**config.mk**
```make
export PLATFORM = sky130hd
export DESIGN_NAME = oit_cell
export DESIGN_NICKNAME = d
export VERILOG_FILES = /design/src/rtl/oit_pkg.sv /design/src/rtl/oit_cell.sv
export SDC_FILE = /design/constraint.sdc
export NUM_CORES = 1
export LEC_CHECK = 0
export BUFFER_PORTS_ARGS = -buffer_cell sky130_fd_sc_hd__buf_4
export CORE_AREA = 3 3 509 511
export DETAILED_ROUTE_END_ITERATION = 6
export DIE_AREA = 0 0 512 514
export SYNTH_ARGS = -nofsm -noshare
export SYNTH_HDL_FRONTEND = slang
export SYNTH_SLANG_ARGS = --single-unit
```
**constraint.sdc**
```tcl
create_clock -name clk -period 3.35 [get_ports clk]
set_input_delay 0.67 -clock clk [delete_from_list [all_inputs] [get_ports clk]]
set_output_delay 0.67 -clock clk [all_outputs]
set_load 0.03 [all_outputs]
```
**src/rtl/oit_pkg.sv**
```systemverilog
package oit_pkg;

    localparam logic [2:0] KIND_ADD    = 3'd0;
    localparam logic [2:0] KIND_ACK    = 3'd1;
    localparam logic [2:0] KIND_CLOSE  = 3'd2;
    localparam logic [2:0] KIND_CANCEL = 3'd3;
    localparam logic [2:0] KIND_FIND_C = 3'd4;
    localparam logic [2:0] KIND_FIND_X = 3'd5;

    localparam logic [2:0] RC_OK            = 3'd0;
    localparam logic [2:0] RC_INVALID       = 3'd1;
    localparam logic [2:0] RC_DUP           = 3'd2;
    localparam logic [2:0] RC_EXHAUSTED     = 3'd3;
    localparam logic [2:0] RC_NOT_FOUND     = 3'd4;
    localparam logic [2:0] RC_NOT_SUPPORTED = 3'd5;

    localparam logic [1:0] ST_EMPTY   = 2'd0;
    localparam logic [1:0] ST_PENDING = 2'd1;
    localparam logic [1:0] ST_LIVE    = 2'd2;
    localparam logic [1:0] ST_DONE    = 2'd3;

    typedef struct packed {
        logic [2:0]  kind;
        logic [63:0] client_id;
        logic [63:0] exchange_id;
        logic        accepted;
    } cmd_t;

    typedef struct packed {
        logic [2:0]  status;
        logic [1:0]  entry_state;
        logic [63:0] found_client_id;
        logic [63:0] found_exchange_id;
        logic [63:0] found_sequence;
        logic [6:0]  used_slots;
        logic [6:0]  live_orders;
    } res_t;

    // scan token handed from cell to cell
    typedef struct packed {
        logic        cl_hit;
        logic [1:0]  cl_state;
        logic [63:0] cl_client;
        logic [63:0] cl_exch;
        logic [63:0] cl_seq;
        logic        xh_hit;
        logic [1:0]  xh_state;
        logic [63:0] xh_client;
        logic [63:0] xh_exch;
        logic [63:0] xh_seq;
        logic        em_hit;
        logic        dn_hit;
        logic [63:0] dn_seq;
    } tok_t;

    typedef struct packed {
        logic        en;
        logic [1:0]  state;
        logic        set_client;
        logic [63:0] client;
        logic        set_exch;
        logic [63:0] exch;
        logic        set_seq;
        logic [63:0] seq;
    } wr_t;

endpackage

```
**src/rtl/oit_cell.sv**
```systemverilog
module oit_cell #(
    parameter int IDX_W = 6,
    parameter int CNT_W = 7,
    parameter int SLOT  = 0
) (
    input  logic                clk,
    input  logic                rst_n,
    input  logic [63:0]         q_client,
    input  logic [63:0]         q_exch,
    input  oit_pkg::tok_t       tok_in,
    input  logic [IDX_W-1:0]    cl_idx_in,
    input  logic [IDX_W-1:0]    em_idx_in,
    input  logic [IDX_W-1:0]    dn_idx_in,
    input  logic [CNT_W-1:0]    live_in,
    output oit_pkg::tok_t       tok_out,
    output logic [IDX_W-1:0]    cl_idx_out,
    output logic [IDX_W-1:0]    em_idx_out,
    output logic [IDX_W-1:0]    dn_idx_out,
    output logic [CNT_W-1:0]    live_out,
    input  oit_pkg::wr_t        wr,
    input  logic [IDX_W-1:0]    wr_idx
);

    localparam logic [IDX_W-1:0] MY_IDX = IDX_W'(SLOT);

    logic [1:0]       state_reg;
    logic [63:0]      client_reg;
    logic [63:0]      exch_reg;
    logic [63:0]      seq_reg;
    oit_pkg::tok_t    tok_reg, tok_next;
    logic [IDX_W-1:0] cl_idx_reg, cl_idx_next;
    logic [IDX_W-1:0] em_idx_reg, em_idx_next;
    logic [IDX_W-1:0] dn_idx_reg, dn_idx_next;
    logic [CNT_W-1:0] live_reg, live_next;

    always_comb
    begin
        tok_next    = tok_in;
        cl_idx_next = cl_idx_in;
        em_idx_next = em_idx_in;
        dn_idx_next = dn_idx_in;
        live_next   = live_in;
        if (!tok_in.cl_hit && state_reg != oit_pkg::ST_EMPTY && client_reg == q_client)
        begin
            tok_next.cl_hit    = 1'b1;
            tok_next.cl_state  = state_reg;
            tok_next.cl_client = client_reg;
            tok_next.cl_exch   = exch_reg;
            tok_next.cl_seq    = seq_reg;
            cl_idx_next        = MY_IDX;
        end
        if (!tok_in.xh_hit && exch_reg == q_exch)
        begin
            tok_next.xh_hit    = 1'b1;
            tok_next.xh_state  = state_reg;
            tok_next.xh_client = client_reg;
            tok_next.xh_exch   = exch_reg;
            tok_next.xh_seq    = seq_reg;
        end
        if (!tok_in.em_hit && state_reg == oit_pkg::ST_EMPTY)
        begin
            tok_next.em_hit = 1'b1;
            em_idx_next     = MY_IDX;
        end
        // strict compare keeps the lowest index on a tie
        if (state_reg == oit_pkg::ST_DONE && (!tok_in.dn_hit || seq_reg < tok_in.dn_seq))
        begin
            tok_next.dn_hit = 1'b1;
            tok_next.dn_seq = seq_reg;
            dn_idx_next     = MY_IDX;
        end
        if (state_reg == oit_pkg::ST_PENDING || state_reg == oit_pkg::ST_LIVE)
        begin
            live_next = live_in + CNT_W'(1);
        end
    end

    always_ff @(posedge clk or negedge rst_n)
    begin
        if (!rst_n)
        begin
            state_reg  <= oit_pkg::ST_EMPTY;
            client_reg <= '0;
            exch_reg   <= '0;
            seq_reg    <= '0;
        end
        else if (wr.en && wr_idx == MY_IDX)
        begin
            state_reg <= wr.state;
            if (wr.set_client)
            begin
                client_reg <= wr.client;
            end
            if (wr.set_exch)
            begin
                exch_reg <= wr.exch;
            end
            if (wr.set_seq)
            begin
                seq_reg <= wr.seq;
            end
        end
    end

    always_ff @(posedge clk)
    begin
        tok_reg    <= tok_next;
        cl_idx_reg <= cl_idx_next;
        em_idx_reg <= em_idx_next;
        dn_idx_reg <= dn_idx_next;
        live_reg   <= live_next;
    end

    assign tok_out    = tok_reg;
    assign cl_idx_out = cl_idx_reg;
    assign em_idx_out = em_idx_reg;
    assign dn_idx_out = dn_idx_reg;
    assign live_out   = live_reg;

endmodule

```
==> Word-level counts from Yosys, hierarchy flattened <==
Cells that the tools add are included.
{ "classes": {"addsub": 1, "order_cmp": 1, "n_eq_ne": 5, "muxes": 4, "reduce_logical": 18} }
{ "ops": {"columns": ["cell", "n"], "rows": [
  ["194-bit 2-to-1 mux", 2],
  ["64-bit == test", 2],
  ["64-bit < comparator", 1],
  ["64-bit 2-to-1 mux", 1],
  ["7-bit by 1-bit adder with 7-bit output (second input constant)", 1],
  ["7-bit 2-to-1 mux", 1],
  ["1-bit logical AND", 6],
  ["6-bit zero test", 1],
  ["2-bit AND reduction", 3],
  ["2-bit == test (second input constant)", 2],
  ["1-bit zero test", 4],
  ["2-bit by 1-bit == test with 1-bit output (second input constant)", 1],
  ["2-bit zero test", 1],
  ["1-bit logical OR", 2],
  ["2-bit nonzero test", 1]
]} }
{ "totals": {"reg_bits": 675, "input_bits": 815, "out_inout_bits": 481, "word_cells": 50} }

==> Depth between registers and ports, before layout <==
Gate-level depths: netlist of run 1.
{ "logic_depth": {"ltp_word": 4, "depth_mapped": 11, "ltp_nobuf": 9} }

==> Least setup slack after synthesis of run 1 <==
OpenSTA, ideal clock, no wires.
{ "synth_timing": {"kind": "input port to flip-flop", "start": "input tok_in[42] (netlist name)", "end": "register tok_reg, in the netlist tok_out[10]", "setup_time_ns": 0.122, "arrival_time_ns": 2.886, "required_ns": 3.228, "path_slack_ns": 0.342, "cell_stages": 11, "n_path_buf": 2, "cell_sequence": "inv_1 > ha_1 > and4_1 > and4bb_1 > a221oi_1 > o21ai_0 > and3_1 > or3_1 > buf_2 > buf_2 > a311o_1"} }
{ "synth_lines": {"columns": ["element", "line_no", "text"], "rows": [
  ["start: declaration", "oit_cell.sv:10", "input oit_pkg::tok_t tok_in,"],
  ["end signal: assignment", "oit_cell.sv:107", "tok_reg <= tok_next;"],
  ["end: declaration", "oit_cell.sv:30", "oit_pkg::tok_t tok_reg, tok_next;"]
]} }

==> impl_metrics.py, run 1 <==
metrics = {
    "yosys": {
        "avgSynthCellArea_sq_um": 12.5,
        "synth_nets": 3059,
        "synth-seq-cells": 675,
        "synth_cell_type_count": 55,
        "synthTopCellsByArea": "dfxtp_1 (35%), dfrtp_1 (18%), mux2_2 (16%), mux2_1 (7.5%), ha_1 (3.0%)",
        "synth_common_cells": "dfxtp_1 (481), mux2_2 (398), dfrtp_1 (194)",
        "yosys_warnings": 0,
        "yosysTopAreaCell": "dfxtp_1",
        "synthCells": 2178,
        "synth_edf_count": 0,
        "async_reset_ff_frac": 0.287,
        "synth_flop_cell": "dfxtp_1",
        "synth_most_common_cell": "dfxtp_1",
        "seq_area_frac_synth": 0.530,
        "synth_area_sq_um": 27300,
        "synth.top_cell.area_share": 0.353,
    },
    "floorplanning": {
        "die_w_microns": 512,
        "chipHeight_microns": 514,
        "die_area_sq_um": 263000,
        "start_util": 0.107,
        "coreArea_sq_um": 254000,
        "ioPinCount": 1296,
        "row_count": 185,
    },
    "finish": {
        "instances_no_fill": 7135,
        "drive_gt1_frac": 0.558,
        "syn_to_final_growth_pct": 67.8,
        "layout.nets": 4536,
        "largest_register_ffs": 456,
    },
    "placed_design": {
        "place_ws_ns": -0.953,
        "place_inst": 6924,
        "numPortBuffers": 1295,
        "place.gp.congestion": 0.932,
        "dp_hpwl_microns": 200000,
    },
    "global_routing": {
        "grt_max_degree": 102,
        "overflow": 0,
        "grt_pass1_vias": 26071,
        "grt_usage": 0.168,
        "grt_pass1_wl_microns": 286000,
        "antenna_found_initial": 125,
    },
    "clock_tree": {
        "clk_pin_slew_ns": 0.06,
        "cts_tree": "built",
        "cts_made_buffers": 91,
        "cts_buffer_depth": 3,
        "insertion_delay_ns": 0.73,
        "clkSinkCount": 675,
        "cts_root_buf": "clkbuf_16",
        "htreeDepth": 3,
    },
    "drt": {
        "ant_nets": 0,
        "wl_per_cell_microns": 32.3,
        "vias": 25166,
        "drt_iter0_drc": 1721,
        "finalWirelength_microns": 230000,
        "dr.pass1.iters": 7,
        "vias_per_cell": 3.53,
        "route.detailed.drc": 5,
    },
    "run_status": {
        "outcome": "finished with violations",
        "violations": "DRC",
    },
    "timing": {
        "tightest_slew_ns": 0.938,
        "tns_ns": 0,
        "worst_slew_margin_rel": 0.375,
        "setup_viol": 0,
        "finalCritPeriodShare": 0.969,
        "slew_violations": 0,
        "max_freq_mhz": 308,
        "hold_viol": 0,
        "timing.final.ws_setup_ns": 0.105,
        "finalCriticalPeriod_ns": 3.24,
        "skew_ns": 0.0476,
    },
    "hold_path": {
        "hp-start": "live_in[6]",
        "hold_path_class": "primary input to flop",
        "holdPathEnd": "live_out[6]$_DFF_P_",
        "hold_depth": 2,
    },
    "flow_run": {
        "drv_cap": 0,
    },
    "worst_setup_path": {
        "worst_r2r_path_depth": 11,
        "end_kind": "flop",
        "start_kind": "flop",
        "cp.required_ns": 3.93,
        "path_max_fanout": 33,
        "r2r_start": "client_reg[0]$_DFFE_PN0P_",
        "setup.worst_path.class": "flop to flop",
        "r2r_end": "tok_out[359]$_DFF_P_",
        "worst_ep_arrival_time_ns": 3.83,
        "ff2ff_setup_slack_ns": 0.11,
    },
    "power_and_ir_drop": {
        "powerDensity_nw_per_um2": 546,
        "total_power_mw": 25.1,
        "vdd_drop_max_uv": 324,
        "leakage_nw": 20.7,
    },
}
## where the power goes
group	internal, mW	switching, mW	total (mW)	leakage, nW
clock network	6.20	4.33	10.5	1.56
logic	2.12	3.04	5.16	12.4
registers	8.74	0.617	9.36	6.68
total	17.1	7.99	25.1	20.7
## routing by layer
metal,GRT usage,up-vias,part of all wire
li1,-,10849,-
met4,0.0558,54,0.035
met3,0.0898,322,0.12
met2,0.303,1477,0.50
met5,0,-,0.0015
met1,0.164,12464,0.33
## cell usage in the layout (no fill, tap or decap), types with 7 or more instances in the layout
master     Yosys  layout
a21oi_1       25      25
a221oi_1       9       7
a311o_1       64      64
buf_12         0      28
buf_4          2    1478
bufinv_16      0       9
clkbuf_1      77      17
clkbuf_16      0      95
clkbuf_8       0      12
clkinv_2       0      19
dfrtp_1      194     190
dfxtp_1      481     481
diode_2        0      38
ha_1          66      65
inv_1         90      90
mux2_1       183     183
mux2_2       398     398
nand2_1       91      91
nand3b_1      64      64
nand4_1       31      31
nor2_1         9       9
nor4_1        79      79
o21ai_0       76      75
o22ai_1        7       7
xnor2_1       59      58
xor2_1        51      51
## repair_timing
| item | CTS | global route |
|---|---|---|
| buffers inserted | 2 | 0 |
| endpoints found under the setup margin | 106 | 85 |
| gates cloned | 1 | 0 |
| hold buffers | 1 | 0 |
| endpoints found under the hold margin | 21 | 0 |
| pin swaps | 2 | 0 |
| gates resized for setup | 9 | 5 |
## per-stage QoR
stage / hold WS (ns) / area (sq um) / util
2_1_floorplan: 0.374 / 27300 / -
3_3_place_gp: 0.549 / 42400 / 0.167
6_report: 0.127 / 45800 / 0.180
4_1_cts: 0.0254 / 45700 / 0.180
5_1_grt: 0.0743 / 45800 / 0.180
3_5_place_dp: 0.556 / 42400 / 0.167
## worst max path at each step
stage,slack [ns],cells after the start,end,startpoint
CTS,0.01,11,dn_idx_out[5]$_SDFF_PP0_,seq_reg[63]$_DFFE_PN0P_
finish,0.11,11,tok_out[359]$_DFF_P_,client_reg[0]$_DFFE_PN0P_
global placement,-0.97,11,tok_out[45]$_DFF_P_,tok_in[45]
global route,-0.004,12,tok_out[334]$_DFF_P_,state_reg[0]$_DFFE_PN0P_
detailed placement,-0.95,11,tok_out[45]$_DFF_P_,tok_in[45]
floorplan,0.34,11,tok_out[10]$_DFF_P_,tok_in[42]
## area by class of cell
type | count | area [sq um]
fill | 28075 | 209000
multi-input combinational | 1286 | 11800
clock inverter | 45 | 584
clock buffer | 124 | 2610
antenna | 38 | 95.1
inverter | 92 | 345
timing repair buffer | 1509 | 11700
tap | 3366 | 4210
sequential | 675 | 14500
## kinds of logic (layout without fill, tap and decap cells)
logic type	count (synthesis)	after routing	synth area share
fa+ha+maj	66	66	0.0302
buf+inv	217	1770	0.0424
compound gates	212	212	0.0555
flops	675	675	0.530
simple gates	317	317	0.0668
other cells	0	38	0
xor+xnor	110	110	0.0353
mux	581	581	0.240
## worst max-delay path, stage by stage, from the launching register on
cell and delay (ns):
dfrtp_2 0.48, xor2_1 0.18, a2111oi_0 0.37, buf_4 0.21
o2111ai_1 0.13, nor4_1 0.19, nand4_1 0.21, nor3_4 0.21
buf_12 0.15, buf_12 0.20, buf_4 0.25, mux2_1 0.35
(Power assumes the default switching activity.)
==> run 2, diff against run 1 <==
Settings changed: CORE_AREA 3 3 509 511 to 3 3 504 506, CTS_BUF_LIST set to sky130_fd_sc_hd__clkbuf_8, DIE_AREA 0 0 512 514 to 0 0 507 509.
==> run 2 against run 1 <==
  * Highest routed layer unchanged
  * Critical endpoint is now tok_out[9]$_DFF_P_
  * Register-to-register slack worse by 0.06 ns
  * Worst setup slack worse by 0.15 ns
  * Design area up 14%
  * Non-clock buffer count up 637
  * Largest cell class is now non-clock buffers
  * Sequential power up 0.9%
  * The run ends with setup timing left
==> impl_metrics.py, run 2 (synthesized netlist as in run 1, its figures left out) <==
metrics = {
    "run_status": {
        "outcome": "finished with violations",
        "violations": "setup timing",
    },
    "timing": {
        "slew_violations": 0,
        "skew_ns": 0.0778,
        "finalCriticalPeriod_ns": 3.40,
        "max_freq_mhz": 294,
        "worst_slew_margin_rel": 0.386,
        "setup_viol": 33,
        "hold_viol": 0,
        "tightest_slew_ns": 0.921,
        "finalCritPeriodShare": 1.01,
        "timing.final.ws_setup_ns": -0.0483,
        "tns_ns": -0.647,
    },
    "clock_tree": {
        "insertion_delay_ns": 0.90,
        "cts_tree": "built",
        "htreeDepth": 4,
        "cts_buffer_depth": 3,
        "clk_pin_slew_ns": 0.05,
        "cts_made_buffers": 143,
        "cts_root_buf": "clkbuf_8",
        "clkSinkCount": 675,
    },
    "worst_setup_path": {
        "end_kind": "flop",
        "critPathBufInv": 5,
        "path_max_fanout": 34,
        "path_cells": "dlygate4sd3_1 -> buf_4 -> inv_1 -> ha_1 -> and4_1 -> and4bb_1 -> a221oi_2 -> buf_4 -> o21ai_0 -> and3_2 -> or3_2 -> buf_12 -> a311o_1",
        "startpoint": "tok_in[43]",
        "worst_r2r_path_depth": 10,
        "worstSetupPathDepth": 13,
        "path_common_cell": "buf_4",
        "ff2ff_setup_slack_ns": 0.05,
        "cp.required_ns": 4.07,
        "worst_path_max_delay_cell": "dlygate4sd3_1",
        "worst_ep_arrival_time_ns": 4.12,
        "crit_family": "simple AND/OR/NAND/NOR gates",
        "r2r_end": "tok_out[388]$_DFF_P_",
        "critPathMaxStageDelay_ns": 0.60,
        "start_kind": "primary input",
        "setup.worst_path.class": "primary input to flop",
        "r2r_start": "client_reg[28]$_DFFE_PN0P_",
    },
    "finish": {
        "final_common_cell": "buf_4",
        "drive_gt1_frac": 0.474,
        "syn_to_final_growth_pct": 91.0,
        "layout.nets": 5225,
        "finish.instance_area_sq_um": 52200,
        "largest_register_ffs": 456,
        "final_cell_mix": "buf_4 (1449), dlygate4sd3_1 (662), dfxtp_1 (481)",
        "instances_no_fill": 7853,
    },
    "hold_path": {
        "holdPathEnd": "tok_out[354]$_DFF_P_",
        "hold_depth": 2,
        "hp-start": "tok_in[354]",
        "hold_path_class": "primary input to flop",
    },
    "placed_design": {
        "place_ws_ns": -0.307,
        "dpl_cell_area_sq_um": 42200,
        "dp_hpwl_microns": 194000,
        "place_inst": 6874,
        "place.gp.congestion": 0.933,
        "numPortBuffers": 1295,
    },
    "drt": {
        "wl_per_cell_microns": 29.4,
        "ant_nets": 0,
        "vias": 28215,
        "finalWirelength_microns": 231000,
        "drt_iter0_drc": 1931,
        "route.detailed.drc": 0,
        "dr.pass1.iters": 5,
        "vias_per_cell": 3.59,
    },
    "floorplanning": {
        "chipHeight_microns": 509,
        "start_util": 0.109,
        "row_count": 184,
        "ioPinCount": 1296,
        "die_w_microns": 507,
        "coreArea_sq_um": 250000,
        "die_area_sq_um": 258000,
    },
    "power_and_ir_drop": {
        "leakage_nw": 23.5,
        "vdd_drop_max_uv": 403,
        "total_power_mw": 25.0,
        "powerDensity_nw_per_um2": 480,
    },
    "global_routing": {
        "grt_max_degree": 69,
        "overflow": 0,
        "antenna_found_initial": 134,
        "grt_pass1_wl_microns": 291000,
        "grt_pass1_vias": 30059,
        "grt_usage": 0.171,
    },
    "flow_run": {
        "drv_cap": 0,
    },
}
run 2: worst max-delay path by stage:
stage / to / slack, ns
after CTS: tok_out[81]$_DFF_P_ / 0.02
after global placement: tok_out[41]$_DFF_P_ / -0.33
after detailed placement: tok_out[22]$_DFF_P_ / -0.31
after global routing: tok_out[346]$_DFF_P_ / -0.17
final: tok_out[9]$_DFF_P_ / -0.05
after floorplan: tok_out[10]$_DFF_P_ / 0.34
run 2: stage by stage:
step                       util  hold WS, ns
after floorplan               -        0.374
after global placement    0.168        0.528
after detailed placement  0.168        0.538
after CTS                 0.207      0.00108
after global routing      0.208       0.0162
final                     0.208        0.125
run 2: layout make-up:
class                   count  area (sq um)
diodes                     41           103
clock buffers             175          2410
clock inverters            90           686
fillers                 27322        198000
inverters                  92           345
multi-input cells        1286         11800
flip-flops and latches    675         14500
well taps                3348          4190
repair buffers           2146         18200
run 2: what timing repair did:
item,CTS,global route
pin swaps,2,2
gates resized for setup,2,13
setup endpoints to repair,91,238
setup buffers,1,7
cloned,0,3
endpoints found under the hold margin,702,0
hold buffers,662,0
run 2: power breakdown:
group	internal [mW]	leakage, nW	total, mW	switching, mW
Combinational	2.59	15.1	5.77	3.18
Sequential	8.75	6.68	9.44	0.691
Clock	5.35	1.77	9.83	4.48
Total	16.7	23.5	25.0	8.35
run 2: metal layers:
| layer | routed length [microns] | global-route usage |
|---|---|---|
| met3 | 23400 | 0.0715 |
| met2 | 115000 | 0.303 |
| met4 | 9160 | 0.0630 |
| met1 | 83000 | 0.180 |
| met5 | 268 | 0 |
run 2: worst reg2reg max path, cell delays in order (launching register included):
cell	delay, ns
dfrtp_2	0.52
inv_1	0.13
o22ai_1	0.12
or4_1	0.51
nor4_2	0.26
nand4_1	0.28
nor3_4	0.30
buf_4	0.15
clkbuf_16	0.20
buf_12	0.32
mux2_1	0.37
